==> src/hdl/suhu_ram.sv <==
// Generic single-write, single-read RAM with registered read data.
module suhu_ram #(
	parameter int WIDTH = 32,
	parameter int DEPTH = 64
) (
	input  logic                     clk,
	input  logic                     we,
	input  logic [$clog2(DEPTH)-1:0] waddr,
	input  logic [WIDTH-1:0]         wdata,
	input  logic                     re,
	input  logic [$clog2(DEPTH)-1:0] raddr,
	output logic [WIDTH-1:0]         rdata
);

	logic [WIDTH-1:0] mem_q [DEPTH];

	always_ff @(posedge clk) begin
		if (we) begin
			mem_q[waddr] <= wdata;
		end
		if (re) begin
			rdata <= mem_q[raddr];
		end
	end

endmodule

==> config.mk <==
export PLATFORM = sky130hd
export DESIGN_NAME = suhu_ram
export DESIGN_NICKNAME = d
export VERILOG_FILES = /design/src/hdl/suhu_ram.sv
export SDC_FILE = /design/constraint.sdc
export NUM_CORES = 2
export LEC_CHECK = 0
export ABC_AREA = 0
export BUFFER_PORTS_ARGS = -buffer_cell sky130_fd_sc_hd__buf_2
export CAP_MARGIN = 20
export CORE_ASPECT_RATIO = 1.5
export CORE_UTILIZATION = 46
export DETAILED_ROUTE_END_ITERATION = 8
export GPL_TIMING_DRIVEN = 1
export PLACE_DENSITY = 0.59
export SKIP_LAST_GASP = 1
export SLEW_MARGIN = 20
export SYNTH_ARGS = -nofsm -noshare
export SYNTH_HDL_FRONTEND = slang
export SYNTH_SLANG_ARGS = --single-unit
==> constraint.sdc <==
create_clock -name clk -period 5.35 [get_ports clk]
set_input_delay 1.07 -clock clk [delete_from_list [all_inputs] [get_ports clk]]
set_output_delay 1.07 -clock clk [all_outputs]
set_load 0.005 [all_outputs]
# == Word-level counts from Yosys, hierarchy flattened ==
# Memories as Yosys holds them, arrays and structs flattened. A register that Yosys moved wholly into a read port is not among the register bits.
# Cells that the tools add are included.
# word_totals
regBits,0
latch_bits,0
ramBits,2048
rom_bits,0
inputBits,47
out_inout_bits,32
memories,1
# classes
add_sub_neg,0
multipliers,0
n_div,0
n_lt_le_gt_ge,0
eq_ne,0
shifts,0
muxes,2
bitwise,0
n_reduce_logical,0
# memory_table
name,depth,width,read_ports,rd_clocked_by_memory_dff,write_ports,line,text
mem_q,64,32,1,1,1,15,logic [WIDTH-1:0] mem_q [DEPTH];
# ops
op,count
1-bit 2-to-1 mux,2

# == Longest topological paths before layout ==
# logic_depth
ltp_word,2
ltp_mapped,10

# == Least setup slack after synthesis ==
# Ideal clock, no wire load.
# synth_path
kind,in2reg
startpoint,in waddr[3]
endpoint,mem mem_q[48][0] (enable)
setup_ns,0.461
t_arrival_ns,3.769
setup_slack_ns,1.120
path_stages,4
n_path_buf,1
cell_sequence,clkbuf_1 nor2b_1 nand4b_1 nor3_1
# synth_lines
item,line,text
from (decl),8,"input logic [$clog2(DEPTH)-1:0] waddr,"
to (decl),15,
# Straight into the memory's write port.

==> results.md <==
- After detailed routing, the average wire length per cell comes to 35.7 um.
- The number of clock buffers added by TritonCTS is 180.
- The placed standard-cell area is 83500 um^2.
- Counting flops with a built-in enable in the synthesized netlist gives 2080.
- Once layout is complete, the utilization of the core stands at 0.526.
- Yosys printed 0 warnings.
- The floorplan step defined a core boundary enclosing 170000 um^2.
- The final worst setup slack is 1.74 ns.
- Of the available clock period, the critical path in the final layout requires 0.675.
- The buffer count from post-CTS setup fixing is 0.
- The number of gates given a new drive strength after cts is 0.
- The remaining global-route overflow is 0.
- The deepest clock path buffer count is 3.
- The nature of the critical path startpoint is a primary input.
- The synthesized-area fraction occupied by and/or/nand/nor cells is 0.0126.
- The area fraction in compound gates after synthesis is 0.0167.
- Across every metal layer, demand over resource in global routing totals 0.251.
- The combined area of the multi-input logic cells is 16000 um^2.
- The die covers 173000 um^2.
- The starting density of the core is 0.465.
- The filler cells instantiated in the layout total 12800.
- In the post-synthesis netlist, the biggest area contributors are sky130_fd_sc_hd__edfxtp_1, sky130_fd_sc_hd__mux4_2, sky130_fd_sc_hd__mux2i_1.
- During placement, the flow inserted port buffers numbering 78.
- The via total after detailed routing is 37100.
- The setup total negative slack is 0 ns.
- After the first detailed-routing iteration, the DRC count stood at 4624.
- The post-synth net total is 3371.
- The clock latency on the worst-skew pair is 0.82 ns.
- The actual transition at the worst max-transition pin is 1.05 ns.
- Entering global routing, the biggest net connects 73 pins.
- Overall power consumption after layout is estimated at 32.8 mW.
- The finished layout cell area is 89200 um^2.
- The congestion estimate from routability-driven global placement came to 0.816.
- Row generation in the floorplan step produced 185 rows.
- The min-delay analysis places its worst path in the category primary input to flip-flop.
- Traced cell by cell, the critical path runs through buf_8 -> buf_12 -> buf_4 -> buf_4 -> mux4_2 -> mux4_2 -> o22ai_1 -> nor2_1.
- The maximum achievable frequency is 277 MHz.
- The proportion of synthesized flip-flops having asynchronous set or reset is 0.
- Of the total synthesized cell area, the portion taken by full adders, half adders and majority gates is 0.
- Across all register-to-register paths, the minimum setup slack is 2.70 ns.
- The most frequent cell after synthesis is sky130_fd_sc_hd__edfxtp_1.
- Of all cell types, the one taking the most synthesized area is sky130_fd_sc_hd__edfxtp_1.
- Synthesis produced a netlist whose cell count is 3324.
- The number of placed instances, taps included, is 5675.
- Setup violations remaining at the end of the flow were counted as 0.
- The critical path is of the primary input to flip-flop type.
- For this run, the post-layout net count is 3660.
- The H-tree depth reported by CTS is 4.
- The die outline height is 509 um.
- The CTS root buffer is sky130_fd_sc_hd__clkbuf_16.
- The fraction of layout cells with a size suffix above 1 is 0.306.
- The count of TritonRoute iterations in the first routing pass is 5.
- Of the post-synthesis cell area, the dominant cell type holds 0.792.
- The data required time of the critical path is 5.86 ns.
- The share of the synthesized netlist area taken by xor and xnor gates is 0.
- The number of global-route vias before repair is 38400.
- The half-perimeter wire length of the detailed placement result is 123000 um.
- Dividing the detail-routed via count by the number of cells gives 6.18.
- The run finished with clean final reports.
- Subtracting the final worst setup slack from the clock period gives 3.61 ns.
- The growth of design area from synthesis to finish is 13.2%.
- The mean post-synth cell area is 23.7 um^2.
- The total of max-cap violations is 0.
- The peak supply drop is 0.344 mV.
- The main flop type after synthesis is sky130_fd_sc_hd__edfxtp_1.
- The critical-path maximum fanout is 47.
- After the flow finishes, the layout carries non-filler instances totaling 6006.
- After synthesis, the most frequently instantiated cells are sky130_fd_sc_hd__edfxtp_1, sky130_fd_sc_hd__mux4_2, sky130_fd_sc_hd__nor2_1.
- The DRC violation count after routing is 0.
- The worst setup path is captured at a flip-flop.
- The number of buffers inserted for hold repair after clock tree synthesis is 0.
- The dominant combinational cell family by area after synthesis is multiplexers.
- The final hold violation count is 0.
- The largest individual stage delay along the critical path comes from the cell sky130_fd_sc_hd__mux4_2.
- Setup repair after global routing left no endpoint under its margin.
- The number of top-level pins is 79.
- For this run, the slowest stage of the critical path takes 0.63 ns.
- For this design the ratio of total power to cell area is 367 nW/um^2.
- The detail route stage leaves a number of antenna-violating nets equal to 0.
- The clock-pin slew on the worst setup and hold paths is 0.07 ns.
- TritonCTS built the clock tree.
- Counting flops and latches in the post-synthesis netlist gives 2080.
- The multiplexer share of the synthesized area is 0.167.
- The sequential element share of the synthesized area is 0.792.
- The sequential cell area in the final layout is 62500 um^2.
- The wire length of the first global-routing pass is 299000 um.
- On the final layout, the worst clock skew is 0.0268 ns.
- Summed over all cells, the static leakage comes to 27.6 nW.
- The tree built by TritonCTS fans out to 2080 sinks.
- Yosys mapped the design onto 33 distinct sky130hd cell types.
- Measured along the x axis, the die boundary spans 340 um.
- The worst hold slack after final layout is 0.832 ns.
- The critical path data arrival time is 4.12 ns.
- The max-slew violation total from the final report is 0.
- The mapped netlist covers 78800 um^2.
- The initial antenna violation count came to 15.
- At the placement stage, the worst setup path has a slack of 0.790 ns.
- The total detailed-routing wirelength is 215000 um.
- The worst pin sits at a relative slew slack of 0.295.
final cells by class:
cell class	count	area share
antenna	10	0.000280
timing repair buffer	289	0.0255
clock inverter	102	0.0101
sequential	2080	0.700
multi-input combinational	1062	0.179
clock buffer	219	0.0538
tap	2244	0.0315
logic make-up after synthesis:
group           after synthesis
compound gates              202
buf+inv                     182
mux                         637
flops                      2080
simple gates                223
flip-flops by register name, indices dropped and copies added (netlist names):
name	flops
mem_q	2048
rdata	32
critical path, delay by kind of cell:
kind            cells  cell delay (ns)
compound gates      1             0.49
mux                 2             0.95
simple gates        1             0.25
buf+inv             4             1.27
metal layers:
metal / GRT usage / part of all wire / up-vias
li1: - / - / 14900
met1: 0.315 / 0.37 / 20400
met2: 0.434 / 0.52 / 1510
met3: 0.0382 / 0.065 / 316
met4: 0.111 / 0.049 / 4
met5: 0 / 0.00015 / -
final timing paths:
check | from | to | cells after the start
setup / recovery | raddr[1] | rdata[12] | 8
hold / removal | wdata[4] | mem_q[24][4] | 1
setup reg to reg | mem_q[31][10] | rdata[10] | 4
hold reg to reg | mem_q[12][20] | rdata[20] | 4
cells in the final DEF (no fill, tap or decap), types with 4 or more instances in the layout:
cell type	netlist	final
sky130_fd_sc_hd__buf_12	0	21
sky130_fd_sc_hd__nand2_1	26	26
sky130_fd_sc_hd__a21oi_1	62	62
sky130_fd_sc_hd__o22ai_1	84	84
sky130_fd_sc_hd__a311oi_1	8	8
sky130_fd_sc_hd__bufinv_16	0	14
sky130_fd_sc_hd__o221ai_1	27	27
sky130_fd_sc_hd__nor2b_1	15	15
sky130_fd_sc_hd__clkinv_2	0	28
sky130_fd_sc_hd__a22oi_1	12	12
sky130_fd_sc_hd__diode_2	0	10
sky130_fd_sc_hd__o32ai_1	4	4
sky130_fd_sc_hd__mux2i_1	93	93
sky130_fd_sc_hd__a41o_1	4	4
sky130_fd_sc_hd__mux4_2	544	544
sky130_fd_sc_hd__nand3b_1	5	5
sky130_fd_sc_hd__clkinvlp_4	0	8
sky130_fd_sc_hd__buf_2	57	72
sky130_fd_sc_hd__clkbuf_1	74	32
sky130_fd_sc_hd__clkinv_8	0	4
sky130_fd_sc_hd__nor2_4	0	62
sky130_fd_sc_hd__and3_1	4	4
sky130_fd_sc_hd__clkbuf_16	0	187
sky130_fd_sc_hd__nor2_1	137	75
sky130_fd_sc_hd__nand2b_1	8	8
sky130_fd_sc_hd__nand3_1	5	5
sky130_fd_sc_hd__clkinv_1	0	43
sky130_fd_sc_hd__edfxtp_1	2080	2080
sky130_fd_sc_hd__buf_4	25	193
sky130_fd_sc_hd__nor3_1	7	5
power breakdown:
group          switching, mW  total [mW]  internal, mW  leakage, nW
registers             0.0519        18.1          18.1         18.7
clock network           5.78        12.8          7.05         2.77
logic                   1.16        1.80         0.637         6.14
total                   7.00        32.8          25.8         27.6
Note: power is estimated with default switching activity, not from simulation.
