===== config.mk =====
export PLATFORM = sky130hd
export DESIGN_NAME = suhu_mod
export DESIGN_NICKNAME = d
export VERILOG_FILES = /design/src/hdl/suhu_pkg.sv /design/src/hdl/suhu_mod.sv
export SDC_FILE = /design/constraint.sdc
export NUM_CORES = 1
export LEC_CHECK = 0
export ABC_AREA = 0
export BUFFER_PORTS_ARGS = -buffer_cell sky130_fd_sc_hd__buf_2
export CAP_MARGIN = 20
export CORE_UTILIZATION = 29
export DETAILED_ROUTE_END_ITERATION = 16
export HOLD_SLACK_MARGIN = 0.08
export PLACE_DENSITY = 0.43
export SLEW_MARGIN = 20
export SYNTH_ARGS = -nofsm -noshare
export SYNTH_HDL_FRONTEND = slang
export SYNTH_SLANG_ARGS = --single-unit

===== constraint.sdc =====
create_clock -name clk -period 3.9 [get_ports clk]
set_clock_uncertainty 0.2 [all_clocks]
set_input_delay 0.585 -clock clk [delete_from_list [all_inputs] [get_ports clk]]
set_output_delay 0.585 -clock clk [all_outputs]
set_load 0.02 [all_outputs]

===== src/hdl/suhu_pkg.sv =====
// Shared constants and codes of the subset-sum universal hash unit.
package suhu_pkg;

	localparam int MAX_BITS       = 64;
	localparam int COEF_ONE_WIDTH = 32;
	localparam int COEF_TWO_WIDTH = 48;

	// fixed field widths
	localparam int MOD_ONE_W = 32;
	localparam int MOD_TWO_W = 48;
	localparam int CNT_W     = 7;
	localparam int POS_W     = 6;
	localparam int CFG_IDX_W = 2;
	localparam int CFG_W     = 48;

	localparam int ADDR_W    = $clog2(MAX_BITS);
	localparam int IDX_W     = $clog2(MAX_BITS + 1);
	localparam int SUM_ONE_W = COEF_ONE_WIDTH + $clog2(MAX_BITS + 1);
	localparam int SUM_TWO_W = COEF_TWO_WIDTH + $clog2(MAX_BITS + 1);
	localparam int DIV_W     = (SUM_ONE_W > SUM_TWO_W) ? SUM_ONE_W : SUM_TWO_W;
	localparam int STEP_W    = $clog2(DIV_W + 1);

	localparam logic CMD_WRITE = 1'b0;
	localparam logic CMD_HASH  = 1'b1;

	localparam logic [CFG_IDX_W-1:0] REG_MODULUS_ONE = 2'd0;
	localparam logic [CFG_IDX_W-1:0] REG_MODULUS_TWO = 2'd1;
	localparam logic [CFG_IDX_W-1:0] REG_BIT_COUNT   = 2'd2;

	typedef struct packed {
		logic                 start;
		logic [DIV_W-1:0]     dividend;
		logic [MOD_TWO_W-1:0] modulus;
	} mod_req_t;

endpackage


===== src/hdl/suhu_mod.sv =====
// Bit-serial restoring remainder unit: one dividend bit per cycle.
module suhu_mod (
	input  logic                          clk,
	input  logic                          arst_n,
	input  suhu_pkg::mod_req_t            req,
	output logic                          busy,
	output logic [suhu_pkg::MOD_TWO_W-1:0] remainder
);

	logic [suhu_pkg::MOD_TWO_W-1:0] rem_q;
	logic [suhu_pkg::DIV_W-1:0]     dvd_q;
	logic [suhu_pkg::MOD_TWO_W-1:0] mod_q;
	logic [suhu_pkg::STEP_W-1:0]    cnt_q;
	logic                           busy_q;
	logic [suhu_pkg::MOD_TWO_W:0]   trial;
	logic [suhu_pkg::MOD_TWO_W:0]   mod_ext;

	assign trial   = {rem_q, dvd_q[suhu_pkg::DIV_W-1]};
	assign mod_ext = {1'b0, mod_q};

	always_ff @(posedge clk or negedge arst_n) begin
		if (!arst_n) begin
			busy_q <= 1'b0;
			cnt_q  <= '0;
		end else if (req.start) begin
			busy_q <= 1'b1;
			cnt_q  <= suhu_pkg::STEP_W'(suhu_pkg::DIV_W);
		end else if (busy_q) begin
			cnt_q <= cnt_q - suhu_pkg::STEP_W'(1);
			if (cnt_q == suhu_pkg::STEP_W'(1)) begin
				busy_q <= 1'b0;
			end
		end
	end

	// the remainder stays below the modulus, so the low bits of the
	// difference are exact
	always_ff @(posedge clk) begin
		if (req.start) begin
			rem_q <= '0;
			dvd_q <= req.dividend;
			mod_q <= req.modulus;
		end else if (busy_q) begin
			dvd_q <= {dvd_q[suhu_pkg::DIV_W-2:0], 1'b0};
			if (trial >= mod_ext) begin
				rem_q <= trial[suhu_pkg::MOD_TWO_W-1:0] - mod_q;
			end else begin
				rem_q <= trial[suhu_pkg::MOD_TWO_W-1:0];
			end
		end
	end

	assign busy = busy_q;
	// a zero modulus reduces to zero
	assign remainder = (mod_q == '0) ? '0 : rem_q;

endmodule


======== Word level (Yosys, flattened, before mapping) ========
Cells that the tools add are included.
word-level totals
  word-level logic and storage cells ...... 20
  flip-flop bits (word level) ............. 158
  input bits .............................. 106
operators by class
  eq/ne operators ......................... 1
  muxes and demuxes ....................... 9
  $lt $le $gt $ge ......................... 1
  reductions and logical operators ........ 2
  add/subtract/negate cells ............... 2
operators with widths
  operator               count
  $mux W55               2
  $mux W48               2
  $ge A49 B48 Y1         1
  $logic_not A48 Y1      1
  $sub A48 B48 Y48       1
  $mux W6                2
  $eq A6 B1 Y1 const B   1
  $sub A6 B1 Y6 const B  1
  $mux W1                3
  $reduce_bool A2 Y1     1

======== Longest topological paths before layout ========
  depth after elaboration ................. 4
  gate-level depth with buffers ........... 14

======== Least setup slack after synthesis ========
OpenSTA, ideal clock, no wires.
  kind .................................... register to register
  from .................................... register dvd_q[54] (netlist bit)
  to ...................................... register rem_q[40] (netlist bit)
  library setup time ...................... 0.088 ns
  buffers on the path ..................... 0
  period minus slack after synthesis ...... 3.285 ns
  setup slack ............................. 0.615 ns
  data arrival time ....................... 2.997 ns
  stages on the path, launching flop included .. 14
  cell sequence ........................... edfxtp_1 -> inv_1 -> ha_1 -> inv_1 -> fa_1 -> a21o_1 -> a221o_2 -> a211oi_4 -> o211ai_2 -> nand2_2 -> a21boi_2 -> or3_1 -> a41o_1 -> a311oi_2
on the way
  longest elaborated chain between the ends .. 2
  elaborated cells on any way between the ends .. 3
  classes of those cells .................. 1 x add/sub; 1 x order compare; 1 x mux
ends and longest elaborated chain
  element                                                    RTL line                        text
  from (decl)                                                suhu_mod.sv:11                  logic [suhu_pkg::DIV_W-1:0] dvd_q;
  from (signal assigned)                                     suhu_mod.sv:41                  dvd_q <= req.dividend;
  from (signal assigned)                                     suhu_mod.sv:44                  dvd_q <= {dvd_q[suhu_pkg::DIV_W-2:0], 1'b0};
  $sub A48 B48 Y48 / $ge A49 B48 Y1 (equally long branches)  suhu_mod.sv:46, suhu_mod.sv:45
  $mux W48 (*)                                               suhu_mod.sv:45                  if (trial >= mod_ext) begin
  to (signal assigned)                                       suhu_mod.sv:46                  rem_q <= trial[suhu_pkg::MOD_TWO_W-1:0] - mod_q;
  to (signal assigned)                                       suhu_mod.sv:48                  rem_q <= trial[suhu_pkg::MOD_TWO_W-1:0];
  to (decl)                                                  suhu_mod.sv:10                  logic [suhu_pkg::MOD_TWO_W-1:0] rem_q;
Mark *: on every way between the ends. The rest lies on a longest branch, timed or not.
A chain may end at the register's enable or synchronous reset.

======== Worst setup path in the final report ========
  from .................................... register mod_q[21] (netlist bit)
  to ...................................... output remainder[47] (netlist bit)
on the way
  longest elaborated chain between the ends .. 2
ends and longest elaborated chain
  element                 RTL line        text
  from (decl)             suhu_mod.sv:12  logic [suhu_pkg::MOD_TWO_W-1:0] mod_q;
  from (signal assigned)  suhu_mod.sv:42  mod_q <= req.modulus;
  $logic_not A48 Y1       suhu_mod.sv:55  assign remainder = (mod_q == '0) ? '0 : rem_q;
  $mux W48                suhu_mod.sv:55
  to (decl)               suhu_mod.sv:7   output logic [suhu_pkg::MOD_TWO_W-1:0] remainder
Every way passes these cells.

==> run metrics <==
DRC viols=0; dpl ws=0.264 ns; CTS tree=done; PwrDens=441 nW/µm²; # setup viols final=0; final cell count without fillers=1638; Routed WL=29.4 mm; gp weighted congestion=0.893; first-pass GRT wire length=46.7 mm; initial antenna violation count=6; gr usage total=17.2%; Die X=187 µm; clock share of power=34.4%; Reg area=4230 µm²; Fill cells=3501; fin crit share=94.8%; Comb pwr share=26.0%; post-synthesis area per instance=9.61 µm²; worst skew pair latency=0.46 ns; f_max=270 MHz; CTS H-tree depth=4; CTS max path bufs=2; Peak VDD IR=0.000323 V; max_slew headroom=50.6%; placed insts=1593; Routed Antenna Nets=0; DR WL/cell=17.9 µm; cell depth of the worst flop-to-flop path=12; clock-pin transition on the worst setup and hold timing paths=0.06 ns; RSZ-0062 raised after global routing=no; Max Cap Viol=0; Via Count=8182; crit path max fanout=41; Site Rows=67; HP Class=in2reg; core area=33500 µm²; Synth Cell Area=9900 µm²; Worst Setup End Kind=output pin; fin util=35.3%; multi-input logic area=5140 µm²; Ports=155; Tmin final=3.70 ns; Switching Fraction=32.2%; layout cell share with drive strength beyond 1=24.3%; Mapped Cells=1030; outcome=finished, final reports clean; most common cell after layout, fill and taps aside=buf_2; critical path class=reg2out; Resized cells post-CTS=0; reg2reg setup slack=0.23 ns; post-synthesis compound-gate area fraction=17.2%; leakage=5.15 nW; Pre-antenna DRT Iters=6; Crit path arrival time=2.91 ns; Root Buffer=clkbuf_16; IO Port Bufs=154; Slew @ Worst Pin=0.741 ns; cell-internal power=3.54 mW; main area contributors after synthesis=edfxtp_1 31%, dfxtp_1 9.7%, ha_1 6.3%, mux2_2 6.1%, nand2_1 4.6%; Inserted Clock Buffers=17; Seq/Total Area, Yosys=42.7%; height of the die=187 µm; most frequent cells in the layout=153 x buf_2, 121 x nand2_1, 103 x edfxtp_1; Die ar.=34900 µm²; hold path cells=1; DP HPWL=21.8 mm; Primary FF master, synth=edfxtp_1; initial core utilization=29.5%; Avg Vias per Cell=5.00; Sink Count=158; switching power=1.68 mW; NumNets Final=1331; Synth top area share=31.2%; WP data required=3.12 ns; FF+latch count, synth=158; combinational family with the most area after synthesis=simple AND/OR/NAND/NOR gates; Slew Viols, Final=0; area delta synth->final=19.7%; Congestion Overflow GR=0; slowest cell on the critical path=nor4_1; Yosys cell types=83; Synth area leader=edfxtp_1; mux contribution to synthesized area=6.34%; crit path launch type=register; vias in the first global route=8261; Post-Synth XOR/XNOR Area=3.19%; setup tns final=0 ns; Post-synth EDFFs=103; Critical Path Max Stage Delay=0.65 ns; Hold Fails Final Rpt=0; ys async rst share=4.43%; largest net degree at the start of global routing=90; 1st-iter DRT viols=365; Synthesis Warnings=0; post-synthesis adder-cell area fraction=6.52%; CP cell instances=nor4_1 -> nand4_1 -> nor3_2 -> buf_4 -> nor2b_1 -> buf_2; Mapped Nets=1187; sequential power share=39.7%; Post-Synth Simple-Gate Area=18.6%; final worst slack=0.201 ns
[metrics by stage]
| step | area [µm²] | hold slack [ns] | total power [mW] |
|---|---|---|---|
| global placement | 11100 | 0.232 | 3.46 |
| CTS | 11800 | 0.0804 | 5.29 |
| global route | 11800 | 0.0926 | 5.50 |
| floorplan | 9900 | 0.0894 | 3.04 |
| finish | 11900 | 0.105 | 5.22 |
| detailed placement | 11100 | 0.231 | 3.45 |
[per-layer routing]
metal | up-vias | share of wire [%] | GRT usage [%]
met4 | 4 | 1.9 | 6.49
met2 | 225 | 43 | 26.0
met1 | 3864 | 48 | 23.2
met5 | - | 0.11 | 0
li1 | 4063 | - | -
met3 | 26 | 6.9 | 4.89
[path summary, 6_finish.rpt]
check	start	to
setup reg to reg	mod_q[0]	rem_q[40]
hold / removal	req[36]	mod_q[36]
max in group asynchronous	arst_n	busy
setup / recovery	mod_q[21]	remainder[47]
hold reg to reg	rem_q[23]	rem_q[24]
min in group asynchronous	arst_n	cnt_q[4]
[worst max-delay path: cells and delay by family (launching register included)]
kind          cells  cell delay [ns]
buf+inv           2             0.67
flops             1             0.39
simple gates      4             1.39
[state kept, by name, summed over array words and instances, names as in the netlist]
register	cells
mod_q	48
dvd_q	55
rem_q	48
busy	1
cnt_q	6
[power groups by stage]
stage	Combinational, mW	Sequential, mW	Clock [mW]
final	1.36	2.07	1.80
after global routing	1.50	2.10	1.90
after CTS	1.36	2.08	1.86
after detailed placement	1.35	2.11	0
after global placement	1.35	2.11	0
after floorplan	0.983	2.06	0
[kinds of logic after synthesis]
group / Yosys count
fa+ha+maj: 51
compound gates: 239
flops: 158
buf+inv: 121
xor+xnor: 36
simple gates: 369
mux: 56
[synth_stat cells, types with 8 or more instances]
library cell / count
nand2_1: 122
edfxtp_1: 103
nor2_1: 72
a21oi_1: 64
inv_1: 62
mux2_2: 54
nor2b_1: 53
ha_1: 50
dfxtp_1: 48
a311oi_1: 36
clkbuf_1: 34
o21ai_0: 33
a21o_1: 28
xnor2_1: 22
nand3_1: 21
nand4_1: 17
nor4_1: 17
nor3_1: 16
xor2_1: 14
and3_1: 12
buf_2: 11
a31oi_1: 10
o21bai_1: 9
buf_6: 8
[timing repair]
action,in CTS,in global routing
endpoints found under the setup margin,0,0
endpoints found under the hold margin,16,0
hold buffers,10,0
buffers inserted,0,0
[cell type report]
cell class                 count  area share (%)
clock buffer                  18            3.62
inverter                      64            2.03
antenna                        4          0.0845
multi-input combinational    751            43.4
timing repair buffer         182            8.96
tap                          448            4.73
sequential                   158            35.7
clock inverter                13            1.52
Note: power is estimated with default switching activity, not from simulation.
